--- src/hdl/khvf_pkg.sv ---
// Shared types, constants and saturating helpers of the height and velocity Kalman filter.
`timescale 1ns / 1ps

package khvf_pkg;

  typedef logic signed [63:0] q48_t;
  typedef logic signed [31:0] q16_t;

  localparam q48_t SMAX = 64'sh7FFF_FFFF_FFFF_FFFF;
  localparam q48_t ONE_Q48 = 64'sh0001_0000_0000_0000;
  localparam logic [62:0] MASK63 = 63'h7FFF_FFFF_FFFF_FFFF;
  localparam logic signed [64:0] SMAX65 = 65'sh0_7FFF_FFFF_FFFF_FFFF;
  localparam logic signed [64:0] SMIN65 = -65'sh0_7FFF_FFFF_FFFF_FFFF;
  localparam q48_t I32_MAX64 = 64'sh0000_0000_7FFF_FFFF;
  localparam q48_t I32_MIN64 = -64'sh0000_0000_8000_0000;

  // Register indexes of the configuration port.
  localparam logic [2:0] CFG_TIME_STEP = 3'd0;
  localparam logic [2:0] CFG_NOISE_PP  = 3'd1;
  localparam logic [2:0] CFG_NOISE_PV  = 3'd2;
  localparam logic [2:0] CFG_NOISE_VV  = 3'd3;
  localparam logic [2:0] CFG_MEAS_NOISE = 3'd4;

  // Reset values of the registers.
  localparam logic [31:0] RST_TIME_STEP = 32'd17179869;
  localparam logic [62:0] RST_NOISE_PP  = 63'd36029;
  localparam logic [62:0] RST_NOISE_PV  = 63'd9007199;
  localparam logic [62:0] RST_NOISE_VV  = 63'd4503599627;
  localparam logic [62:0] RST_MEAS_NOISE = 63'd2251799813685;

  typedef enum logic [4:0] {
    ST_IDLE,
    ST_M_VDT, ST_A_PS1, ST_M_VVDT, ST_A_P12A, ST_A_P12B, ST_A_P21A, ST_A_S,
    ST_M_SDT, ST_A_P11A, ST_A_P11B, ST_A_P21B, ST_A_P22, ST_A_INN, ST_A_IC,
    ST_D_K1, ST_D_K2, ST_M_HUP, ST_A_H, ST_M_VUP, ST_A_V, ST_A_KEEP,
    ST_M_CHH, ST_M_CHV, ST_M_N1, ST_A_CVH, ST_M_N2, ST_A_CVV, ST_OUT
  } state_t;

  function automatic logic [63:0] mag64(input q48_t a);
    return a[63] ? (~a + 64'd1) : a;
  endfunction

  // Clamp an exact 65-bit sum to plus or minus (2^63 - 1).
  function automatic q48_t sat64(input logic signed [64:0] s);
    if (s > SMAX65) return SMAX;
    else if (s < SMIN65) return -SMAX;
    else return s[63:0];
  endfunction

  function automatic q16_t sat32(input q48_t x);
    if (x > I32_MAX64) return 32'sh7FFF_FFFF;
    else if (x < I32_MIN64) return -32'sh8000_0000;
    else return x[31:0];
  endfunction

endpackage

--- src/hdl/khvf_div.sv ---
// Serial restoring divider: (num << 48) / den, one quotient bit per cycle, saturated.
`timescale 1ns / 1ps

module khvf_div import khvf_pkg::*; (
  input  logic        clk,
  input  logic        rst_n,
  input  logic        start,
  input  q48_t        num,
  input  logic [62:0] den,
  output logic        busy,
  output logic        done,
  output q48_t        result
);

  // The dividend |num| << 48 has no bits above bit 110.
  localparam logic [6:0] TOP_BIT = 7'd110;

  logic [62:0]  d_r, rem_r, q_r;
  logic [110:0] dvd_r;
  logic [6:0]   idx_r;
  logic         over_r, neg_r, run_r, done_r;
  q48_t         result_r;

  logic [63:0]  rs;
  logic         ge;
  logic [62:0]  rem_nxt, q_fin, mag;
  logic [63:0]  num_mag;

  always_comb begin
    num_mag = mag64(num);
    rs      = {rem_r, dvd_r[110]};
    ge      = rs >= {1'b0, d_r};
    rem_nxt = ge ? 63'(rs - {1'b0, d_r}) : rs[62:0];
    q_fin   = {q_r[61:0], ge};
    mag     = over_r ? MASK63 : q_fin;
  end

  always_ff @(posedge clk) begin
    if (!rst_n) begin
      run_r  <= 1'b0;
      done_r <= 1'b0;
      idx_r  <= TOP_BIT;
    end else begin
      done_r <= 1'b0;
      if (!run_r) begin
        if (start) begin
          d_r    <= den;
          rem_r  <= 63'd0;
          q_r    <= 63'd0;
          dvd_r  <= {num_mag[62:0], 48'd0};
          neg_r  <= num[63];
          over_r <= 1'b0;
          idx_r  <= TOP_BIT;
          run_r  <= 1'b1;
        end
      end else begin
        rem_r <= rem_nxt;
        dvd_r <= {dvd_r[109:0], 1'b0};
        if (idx_r >= 7'd63) begin
          over_r <= over_r | ge;
        end else begin
          q_r <= q_fin;
        end
        if (idx_r == 7'd0) begin
          result_r <= neg_r ? -q48_t'({1'b0, mag}) : q48_t'({1'b0, mag});
          done_r   <= 1'b1;
          run_r    <= 1'b0;
        end else begin
          idx_r <= idx_r - 7'd1;
        end
      end
    end
  end

  assign busy   = run_r;
  assign done   = done_r;
  assign result = result_r;

endmodule

--- config.mk ---
export PLATFORM = sky130hd
export DESIGN_NAME = khvf_div
export DESIGN_NICKNAME = d
export VERILOG_FILES = /design/src/hdl/khvf_pkg.sv /design/src/hdl/khvf_div.sv
export SDC_FILE = /design/constraint.sdc
export NUM_CORES = 1
export LEC_CHECK = 0
export ABC_AREA = 1
export BUFFER_PORTS_ARGS = -buffer_cell sky130_fd_sc_hd__buf_2
export CORE_MARGIN = 2
export CORE_UTILIZATION = 45
export CTS_CLUSTER_SIZE = 14
export DETAILED_ROUTE_END_ITERATION = 10
export GPL_TIMING_DRIVEN = 0
export HOLD_SLACK_MARGIN = 0.08
export PLACE_DENSITY = 0.69
export SYNTH_ARGS = -nofsm -noshare
export SYNTH_HDL_FRONTEND = slang
export SYNTH_SLANG_ARGS = --single-unit
--- constraint.sdc ---
create_clock -name clk -period 21.4 [get_ports clk]
set_input_delay 4.28 -clock clk [delete_from_list [all_inputs] [get_ports clk]]
set_output_delay 4.28 -clock clk [all_outputs]
set_load 0.05 [all_outputs]
==> results.md <==
- Count of cell types in the netlist: 54
- DR DRC count: 0
- Number of synthesized flops with an enable pin: 317
- Initial drt markers: 1683
- Grt total ovfl: 0
- Share of cells above drive strength 1: 12.6%
- Num rows: 79
- Status: finished, final reports clean
- Pre-antenna DRT Iters: 6
- HP Class: reg2reg
- Syn_area_per_cell: 7.98 µm²
- Die Wd: 221 µm
- Port bufs: 195
- Crit path arrival time: 6.66 ns
- RD Place Congestion: 0.988
- Synth async-reset ratio: 0%
- CP max-delay cell: nor3_1
- Worst-path clk slew: 0.06 ns
- Crit path max fanout: 5
- Filler cells: 4519
- Startpoint Class: primary input
- Minimum clock period: 6.37 ns
- DRT Wirelength: 67.4 mm
- Area contributors post-synth: edfxtp_1, nand2_1, inv_1, nor2_1, a21oi_1
- Via-to-Cell Ratio: 5.38
- Clk root buf: clkbuf_16
- Vias in the first global route: 18333
- Starting Density: 45.6%
- Gr usage total: 27.1%
- DR WL/cell: 19.0 µm
- Yosys warns: 0
- Dpl cells: 3475
- Cell repeated most along the worst path: nand2_1
- Pins Over Slew Limit: 0
- CTS Sinks: 326
- Cell area power density: 70.9 nW/µm²
- Max-Cap Viols: 0
- Synth Flop Type: edfxtp_1
- CP peak stage delay: 0.27 ns
- Layout area overhead: 15.0%
- Delay-heaviest family, CP: simple AND/OR/NAND/NOR gates
- Num CTS Buffers: 38
- Post-Synthesis Net Count: 2860
- Setup-failing EPs final: 0
- Max-slew headroom: 28.4%
- Clock skew: 0.0205 ns
- Setup Buffers After CTS: 0
- Die ar.: 48900 µm²
- Most area-hungry cell type in the Yosys netlist: edfxtp_1
- TritonCTS clock tree: done
- HPWL after DPL: 53.7 mm
- Cells after Synth: 2661
- Total vias in the final route: 19042
- Post-synthesis register bit count: 326
- Worst VDD drop: 0.0844 mV
- ANT nets after route: 0
- Worst Path Required: 21.69 ns
- Setup tns final: 0 ns
- Multi-input logic area: 9690 µm²
- Clk_lat worst skew: 0.56 ns
- Yosys top cell area share: 44.8%
- Clk buf depth: 3
- Synth cell count leaders: nand2_1, inv_1, nor2_1, edfxtp_1, a21oi_1
- Worst-path cell chain: buf_2 > inv_1 > ha_1 > nand2_1 > nor2_2 > nand2_1 > nor2_1 > nand2_1 > nor3_1 > nand2_1 > nand2_1 > o21ai_1 > o21ai_0 > a31oi_1
- Max frequency: 157 MHz
- Sequential standard cell area: 9700 µm²
- Cell Area, Synth: 21200 µm²
- RSZ-0062 raised after global routing: false
- Count leader, synth: nand2_1
- Initial antenna violation count: 4
- Final Non-Filler Cells: 3542
- Die extent in y: 221 µm
- Global-route wire length before repair: 104 mm
- Crit path buf inv count: 2
- Total power: 1.73 mW
- Leakage: 10.4 nW
- Final Hold Fails: 0
- Fin nets: 3107
- Least-Margin Pin Slew: 1.06 ns
- Sequential element share of the synthesized area: 45.7%
- ANT cells: 0
- Hold_buf cts: 0
- H-tree depth: 2
- Post-cts resize count: 0
- Crit Path Class: in2reg
- CP endpoint kind: register
- Largest net degree at the start of global routing: 37
- Ports: 196
- Fin crit share: 29.8%
- Core Region: 46600 µm²
[registers in the layout (all words and copies together), names as in the netlist]
name    flops
rem_r      63
done        1
neg_r       1
busy        1
over_r      1
idx_r       7
q_r        62
dvd_r      63
d_r        63
result     64
[routing by layer]
metal / share of wire (%) / track usage (%)
met1: 46 / 38.0
met2: 46 / 44.3
met3: 6.4 / 3.76
met4: 2.2 / 7.01
met5: 0.055 / 0
[where the power goes]
part / internal [mW] / leakage [nW] / total [mW] / switching, mW
registers: 0.743 / 3.06 / 0.760 / 0.0163
logic: 0.104 / 6.77 / 0.326 / 0.222
clock network: 0.381 / 0.595 / 0.645 / 0.263
total: 1.23 / 10.4 / 1.73 / 0.502
[cell families (layout without fill, tap and decap cells)]
group | count (synthesis) | count (layout) | share of synthesized area [%]
DFF | 326 | 326 | 45.7
and+or+nand+nor | 1197 | 1197 | 24.5
buffers and inverters | 488 | 762 | 8.85
adders and majority gates | 69 | 69 | 4.10
AOI/OAI and AO/OA | 464 | 464 | 12.0
xor gates and xnor gates | 117 | 117 | 4.83
[final timing paths]
check	endpoint	slack (ns)	startpoint	cells past startpoint
worst min register to register	idx_r[0]	0.51	idx_r[0]	1
worst max-delay path	dvd_r[106]	15.03	num[0]	14
worst min-delay path	idx_r[0]	0.51	idx_r[0]	1
worst max register to register	result[52]	16.66	rem_r[30]	22
[cells in the final DEF, fill, tap and decap left out, types with 25 or more instances in the layout]
master and n:
o21ai_0 170, clkbuf_16 39, nor4_1 25, nor2_1 376, a21oi_1 185, ha_1 68
clkbuf_1 51, buf_2 205, a31oi_1 31, xnor2_1 53, nand2_1 532, xor2_1 64
inv_1 408, nor2_2 27, nand4_1 39, nand3_1 91, edfxtp_1 317, nor3_1 46
[per-stage QoR]
stage	utilization [%]	hold slack (ns)	instance area [µm²]	worst slack, ns
6_report	52.4	0.510	24400	15.03
5_1_grt	52.4	0.518	24400	14.83
3_5_place_dp	49.8	0.497	23200	14.54
4_1_cts	52.4	0.508	24400	15.13
3_3_place_gp	49.3	0.480	23000	6.91
2_1_floorplan	-	0.459	21200	10.19
[cell type report]
| cell class | count | share of cell area (%) |
|---|---|---|
| Buffer | 64 | 1.18 |
| Timing Repair Buffer | 207 | 4.83 |
| Inverter | 424 | 6.52 |
| Tap cell | 607 | 3.11 |
| Multi-Input combinational cell | 1847 | 39.7 |
| Clock buffer | 46 | 4.10 |
| Sequential cell | 326 | 39.7 |
| Clock inverter | 21 | 0.851 |
Note: power is estimated with default switching activity, not from simulation.
