$ cat src/hdl/khvf_pkg.sv
// Shared types, constants and saturating helpers of the height and velocity Kalman filter.
`timescale 1ns / 1ps

package khvf_pkg;

  typedef logic signed [63:0] q48_t;
  typedef logic signed [31:0] q16_t;

  localparam q48_t SMAX = 64'sh7FFF_FFFF_FFFF_FFFF;
  localparam q48_t ONE_Q48 = 64'sh0001_0000_0000_0000;
  localparam logic [62:0] MASK63 = 63'h7FFF_FFFF_FFFF_FFFF;
  localparam logic signed [64:0] SMAX65 = 65'sh0_7FFF_FFFF_FFFF_FFFF;
  localparam logic signed [64:0] SMIN65 = -65'sh0_7FFF_FFFF_FFFF_FFFF;
  localparam q48_t I32_MAX64 = 64'sh0000_0000_7FFF_FFFF;
  localparam q48_t I32_MIN64 = -64'sh0000_0000_8000_0000;

  // Register indexes of the configuration port.
  localparam logic [2:0] CFG_TIME_STEP = 3'd0;
  localparam logic [2:0] CFG_NOISE_PP  = 3'd1;
  localparam logic [2:0] CFG_NOISE_PV  = 3'd2;
  localparam logic [2:0] CFG_NOISE_VV  = 3'd3;
  localparam logic [2:0] CFG_MEAS_NOISE = 3'd4;

  // Reset values of the registers.
  localparam logic [31:0] RST_TIME_STEP = 32'd17179869;
  localparam logic [62:0] RST_NOISE_PP  = 63'd36029;
  localparam logic [62:0] RST_NOISE_PV  = 63'd9007199;
  localparam logic [62:0] RST_NOISE_VV  = 63'd4503599627;
  localparam logic [62:0] RST_MEAS_NOISE = 63'd2251799813685;

  typedef enum logic [4:0] {
    ST_IDLE,
    ST_M_VDT, ST_A_PS1, ST_M_VVDT, ST_A_P12A, ST_A_P12B, ST_A_P21A, ST_A_S,
    ST_M_SDT, ST_A_P11A, ST_A_P11B, ST_A_P21B, ST_A_P22, ST_A_INN, ST_A_IC,
    ST_D_K1, ST_D_K2, ST_M_HUP, ST_A_H, ST_M_VUP, ST_A_V, ST_A_KEEP,
    ST_M_CHH, ST_M_CHV, ST_M_N1, ST_A_CVH, ST_M_N2, ST_A_CVV, ST_OUT
  } state_t;

  function automatic logic [63:0] mag64(input q48_t a);
    return a[63] ? (~a + 64'd1) : a;
  endfunction

  // Clamp an exact 65-bit sum to plus or minus (2^63 - 1).
  function automatic q48_t sat64(input logic signed [64:0] s);
    if (s > SMAX65) return SMAX;
    else if (s < SMIN65) return -SMAX;
    else return s[63:0];
  endfunction

  function automatic q16_t sat32(input q48_t x);
    if (x > I32_MAX64) return 32'sh7FFF_FFFF;
    else if (x < I32_MIN64) return -32'sh8000_0000;
    else return x[31:0];
  endfunction

endpackage

$ cat src/hdl/khvf_mul.sv
// Iterative fixed-point multiplier: four 32x32 partial products, rounding and saturation.
`timescale 1ns / 1ps

module khvf_mul import khvf_pkg::*; (
  input  logic clk,
  input  logic rst_n,
  input  logic start,
  input  q48_t a,
  input  q48_t b,
  input  logic sh48,
  output logic busy,
  output logic done,
  output q48_t result
);

  logic [63:0]  am_r, bm_r;
  logic         neg_r, sh48_r, run_r, done_r;
  logic [127:0] acc_r;
  logic [2:0]   step_r;
  q48_t         result_r;

  logic [31:0]  a_half, b_half;
  logic [63:0]  pp;
  logic [127:0] pp_sh, rnd;
  logic         over;
  logic [63:0]  r;
  logic [62:0]  m63;

  always_comb begin
    a_half = step_r[1] ? am_r[63:32] : am_r[31:0];
    b_half = step_r[0] ? bm_r[63:32] : bm_r[31:0];
    pp = a_half * b_half;
    case (step_r[1:0]) inside
      2'd0:       pp_sh = {64'd0, pp};
      2'd1, 2'd2: pp_sh = {32'd0, pp, 32'd0};
      default:    pp_sh = {pp, 64'd0};
    endcase
    // Round half away from zero on the magnitude, then drop the fraction bits.
    rnd = acc_r + (sh48_r ? (128'd1 << 47) : (128'd1 << 31));
    over = sh48_r ? (|rnd[127:112]) : (|rnd[127:96]);
    r = sh48_r ? rnd[111:48] : rnd[95:32];
    m63 = (over || r[63]) ? MASK63 : r[62:0];
  end

  always_ff @(posedge clk) begin
    if (!rst_n) begin
      run_r  <= 1'b0;
      done_r <= 1'b0;
      step_r <= 3'd0;
    end else begin
      done_r <= 1'b0;
      if (!run_r) begin
        if (start) begin
          am_r   <= mag64(a);
          bm_r   <= mag64(b);
          neg_r  <= a[63] ^ b[63];
          sh48_r <= sh48;
          acc_r  <= 128'd0;
          step_r <= 3'd0;
          run_r  <= 1'b1;
        end
      end else if (step_r == 3'd4) begin
        result_r <= neg_r ? -q48_t'({1'b0, m63}) : q48_t'({1'b0, m63});
        done_r   <= 1'b1;
        run_r    <= 1'b0;
      end else begin
        acc_r  <= acc_r + pp_sh;
        step_r <= step_r + 3'd1;
      end
    end
  end

  assign busy   = run_r;
  assign done   = done_r;
  assign result = result_r;

endmodule

$ cat config.mk
export PLATFORM = sky130hd
export DESIGN_NAME = khvf_mul
export DESIGN_NICKNAME = d
export VERILOG_FILES = /design/src/hdl/khvf_pkg.sv /design/src/hdl/khvf_mul.sv
export SDC_FILE = /design/constraint.sdc
export NUM_CORES = 2
export LEC_CHECK = 0
export BUFFER_PORTS_ARGS = -buffer_cell sky130_fd_sc_hd__buf_2
export CAP_MARGIN = 5
export CORE_MARGIN = 5
export CORE_UTILIZATION = 64
export DETAILED_ROUTE_END_ITERATION = 10
export GPL_ROUTABILITY_DRIVEN = 0
export PLACE_DENSITY = 0.82
export RECOVER_POWER = 100
export SLEW_MARGIN = 40
export SYNTH_ARGS = -nofsm -noshare
export SYNTH_HDL_FRONTEND = slang
export SYNTH_SLANG_ARGS = --single-unit
$ cat constraint.sdc
create_clock -name clk -period 17.6 [get_ports clk]
set_clock_uncertainty 0.2 [all_clocks]
set_input_delay 2.64 -clock clk [delete_from_list [all_inputs] [get_ports clk]]
set_output_delay 2.64 -clock clk [all_outputs]
set_load 0.01 [all_outputs]
==> impl_metrics.py <==
metrics = {
    "hold_path": {
        "hold_path.startpoint": "step_r[2]",
        "hold-path-cell-count": 1,
        "hold_path_end": "step_r[2]",
        "min-delay-path-class": "flip-flop to flip-flop",
    },
    "die": {
        "dieArea_sq_mm": 0.1027,
        "die_y_um": 320.5,
        "die_w_um": 320.5,
        "start_util_pct": 64.19,
        "core_area_sq_mm": 0.09614,
        "row_count": 114,
        "io_pins": 198,
    },
    "route": {
        "num_vias": 55280,
        "drt-initial-drc-count": 7547,
        "routedWlPerCell_um": 24.29,
        "drc": 0,
        "firstDrtPassIters": 9,
        "drt_wl_total_mm": 203.6,
        "antenna_left": 0,
        "avgViaCountPerCell": 6.593,
    },
    "logic_synthesis": {
        "netlist_area_sq_mm": 0.06171,
        "synth-seq-cells": 327,
        "ys_warn_count": 0,
        "synth.distinct_cells": 117,
        "syn_inst": 7098,
        "avgSynthCellArea_sq_um": 8.695,
        "synth_ff_type": "edfxtp_1",
        "ys_seq_area_share_pct": 15.83,
        "synthArstFlopShare_pct": 0,
        "synth_nets": 8524,
        "synth_edf_count": 322,
    },
    "sta": {
        "hold_slack_ns": 0.2933,
        "fmax_ghz": 0.06120,
        "hold_viol": 0,
        "rsz0062_at_grt": "no",
        "setup_tns_ns": 0,
        "worst_pin_slew_ns": 4.464,
        "setup_ws_ns": 1.259,
        "setup_viol": 0,
        "min_period_over_period_pct": 92.84,
        "layout_min_cycle_time_ns": 16.34,
        "slew_headroom_pct": -197.6,
        "drv_slew": 666,
    },
    "clock_tree": {
        "cts_resized": 0,
        "hold_buffers": 0,
        "cts_buffers": 39,
        "postCtsSetupRepairBufs": 0,
        "clk_latency_ns": 0.68,
        "cts_sinks": 327,
        "clk_pin_slew_ns": 0.06,
        "root_buffer": "clkbuf_16",
        "htreeDepth": 2,
        "cts_tree": "yes",
        "clockBufferDepth": 3,
    },
    "critical_path": {
        "rr_endpoint": "acc_r[127]",
        "critical_path_class": "flip-flop to flip-flop",
        "arrival_ns": 16.53,
        "crit-reg2reg-launch": "step_r[1]",
        "worstPathRequired_ns": 17.79,
        "slowest_stage": "clkbuf_1",
        "start_kind": "flip-flop",
        "critPathMaxStageDelay_ns": 1.11,
        "rr_worst_depth": 43,
        "crit_top_cell": "fa_1",
        "endpoint_kind": "flip-flop",
        "critPathMaxFanout": 40,
        "r2r_slack_ns": 1.26,
    },
    "cells_and_area": {
        "area_delta_synth_final_pct": 5.296,
        "multi_input_area_sq_mm": 0.04699,
        "register_area_sq_mm": 0.009777,
        "nNetsFinal": 8497,
        "nFillCells": 7578,
        "drive_gt1_share_pct": 6.298,
    },
    "grt": {
        "grt_max_degree": 91,
        "overflow": 0,
        "track_usage_pct": 38.74,
        "grt_pass1_vias": 54710,
        "antenna_found_initial": 11,
        "grt_pass1_wl_mm": 310.1,
    },
    "placement": {
        "post-dp-hpwl_mm": 159.7,
        "port_buffers": 197,
        "dp_slack_ns": 2.723,
    },
    "run": {
        "drv_cap": 12,
    },
    "status": {
        "status": "finished with violations",
        "violations": "capacitance limit, slew limit",
    },
}
## layer usage
layer	global-route usage [%]	wire, um
met2	56.14	84160
met5	0	80
met1	49.92	71710
met3	15.42	32720
met4	21.42	14960
## critical path: cells and delay by family (launching register included)
kind                     cells  cell delay, ns
AND/OR/NAND/NOR             10            3.28
buffers and inverters        8            1.97
flip-flops                   1            0.86
adder cells (fa/ha/maj)     10            5.04
AO/OA/AOI/OAI               13            4.04
XOR/XNOR                     1            0.33
multiplexers                 1            0.25
## worst max path at each step
stage / from / to / slack [ns] / cells past startpoint
floorplan: step_r[1] / acc_r[120] / 4.86 / 46
global placement: step_r[1] / acc_r[127] / 3.00 / 43
detailed placement: step_r[1] / acc_r[127] / 2.72 / 43
CTS: step_r[1] / acc_r[127] / 2.67 / 43
global route: step_r[1] / acc_r[124] / 1.01 / 41
finish: step_r[1] / acc_r[127] / 1.26 / 43
## cells by family after synthesis
group / Yosys count / synth area share (%)
simple gates: 2471 / 18.45
fa+ha+maj: 1294 / 37.15
buf+inv: 1348 / 8.312
compound gates: 1109 / 11.90
mux: 198 / 3.351
xor+xnor: 351 / 5.004
flops: 327 / 15.83
## cell usage in the layout, fill, tap and decap left out, types with 18 or more instances in the layout
| master | count |
|---|---|
| o22ai_1 | 23 |
| a21oi_1 | 286 |
| or2_2 | 18 |
| xnor2_1 | 264 |
| ha_1 | 397 |
| o41ai_1 | 20 |
| nand2_1 | 764 |
| nand3_1 | 122 |
| xor2_1 | 82 |
| o211ai_1 | 19 |
| inv_1 | 994 |
| a31oi_1 | 36 |
| nand2b_1 | 47 |
| a21boi_0 | 20 |
| o21ai_0 | 223 |
| o31ai_1 | 64 |
| edfxtp_1 | 322 |
| fa_1 | 897 |
| and2_1 | 67 |
| o21bai_1 | 53 |
| or3_1 | 53 |
| mux2i_2 | 31 |
| a211oi_1 | 32 |
| nor4_1 | 42 |
| mux2i_1 | 88 |
| nor2_1 | 942 |
| mux2_2 | 59 |
| a22o_1 | 25 |
| nand4_1 | 124 |
| a21o_1 | 140 |
| nor2b_1 | 25 |
| buf_2 | 123 |
| and3_1 | 43 |
| nor3_1 | 90 |
| buf_4 | 64 |
| clkbuf_1 | 88 |
| o21a_1 | 27 |
| or4_1 | 27 |
| clkbuf_16 | 39 |
## layout make-up
type,count,share of cell area (%)
inverter,998,5.767
clock inverter,26,0.4737
clock buffer,42,1.519
sequential,327,15.05
timing repair buffer,282,2.388
tap,1276,2.457
antenna,10,0.03851
multi-input combinational,5423,72.31
## per-stage QoR
stage	instance area, sq um	util [%]	std cells
detailed placement	63960	66.53	8306
finish	64980	67.59	8384
global route	64960	67.57	8375
floorplan	61710	-	7098
CTS	65260	67.88	8374
global placement	63750	66.32	8298
## flip-flops by register name, summed over array words and instances (netlist names)
name    flops
step_r      3
sh48_r      1
acc_r     128
busy        1
done        1
am_r       64
result     64
neg_r       1
bm_r       64
## synth_stat cells (47+ instances only)
cell,number,area (sq um)
o31ai_1,60,450.4
mux2i_1,129,1291
and2_1,81,506.7
mux2_2,60,675.7
nand2_1,764,2868
ha_1,397,4967
or3_1,52,325.3
fa_1,897,17960
xnor2_1,268,2347
edfxtp_1,322,9669
nor2_1,940,3528
nand3_1,118,590.6
a21o_1,140,1051
nor3_1,89,445.4
nor4_1,47,294.0
a21oi_1,286,1431
o21ai_0,221,1106
clkbuf_1,301,1130
inv_1,994,3731
o21bai_1,53,397.9
xor2_1,82,718.2
nand4_1,123,769.5
Power is left out: the tool's default activity adds up to more than one toggle a clock period on the data nets, which glitch-free logic cannot reach.
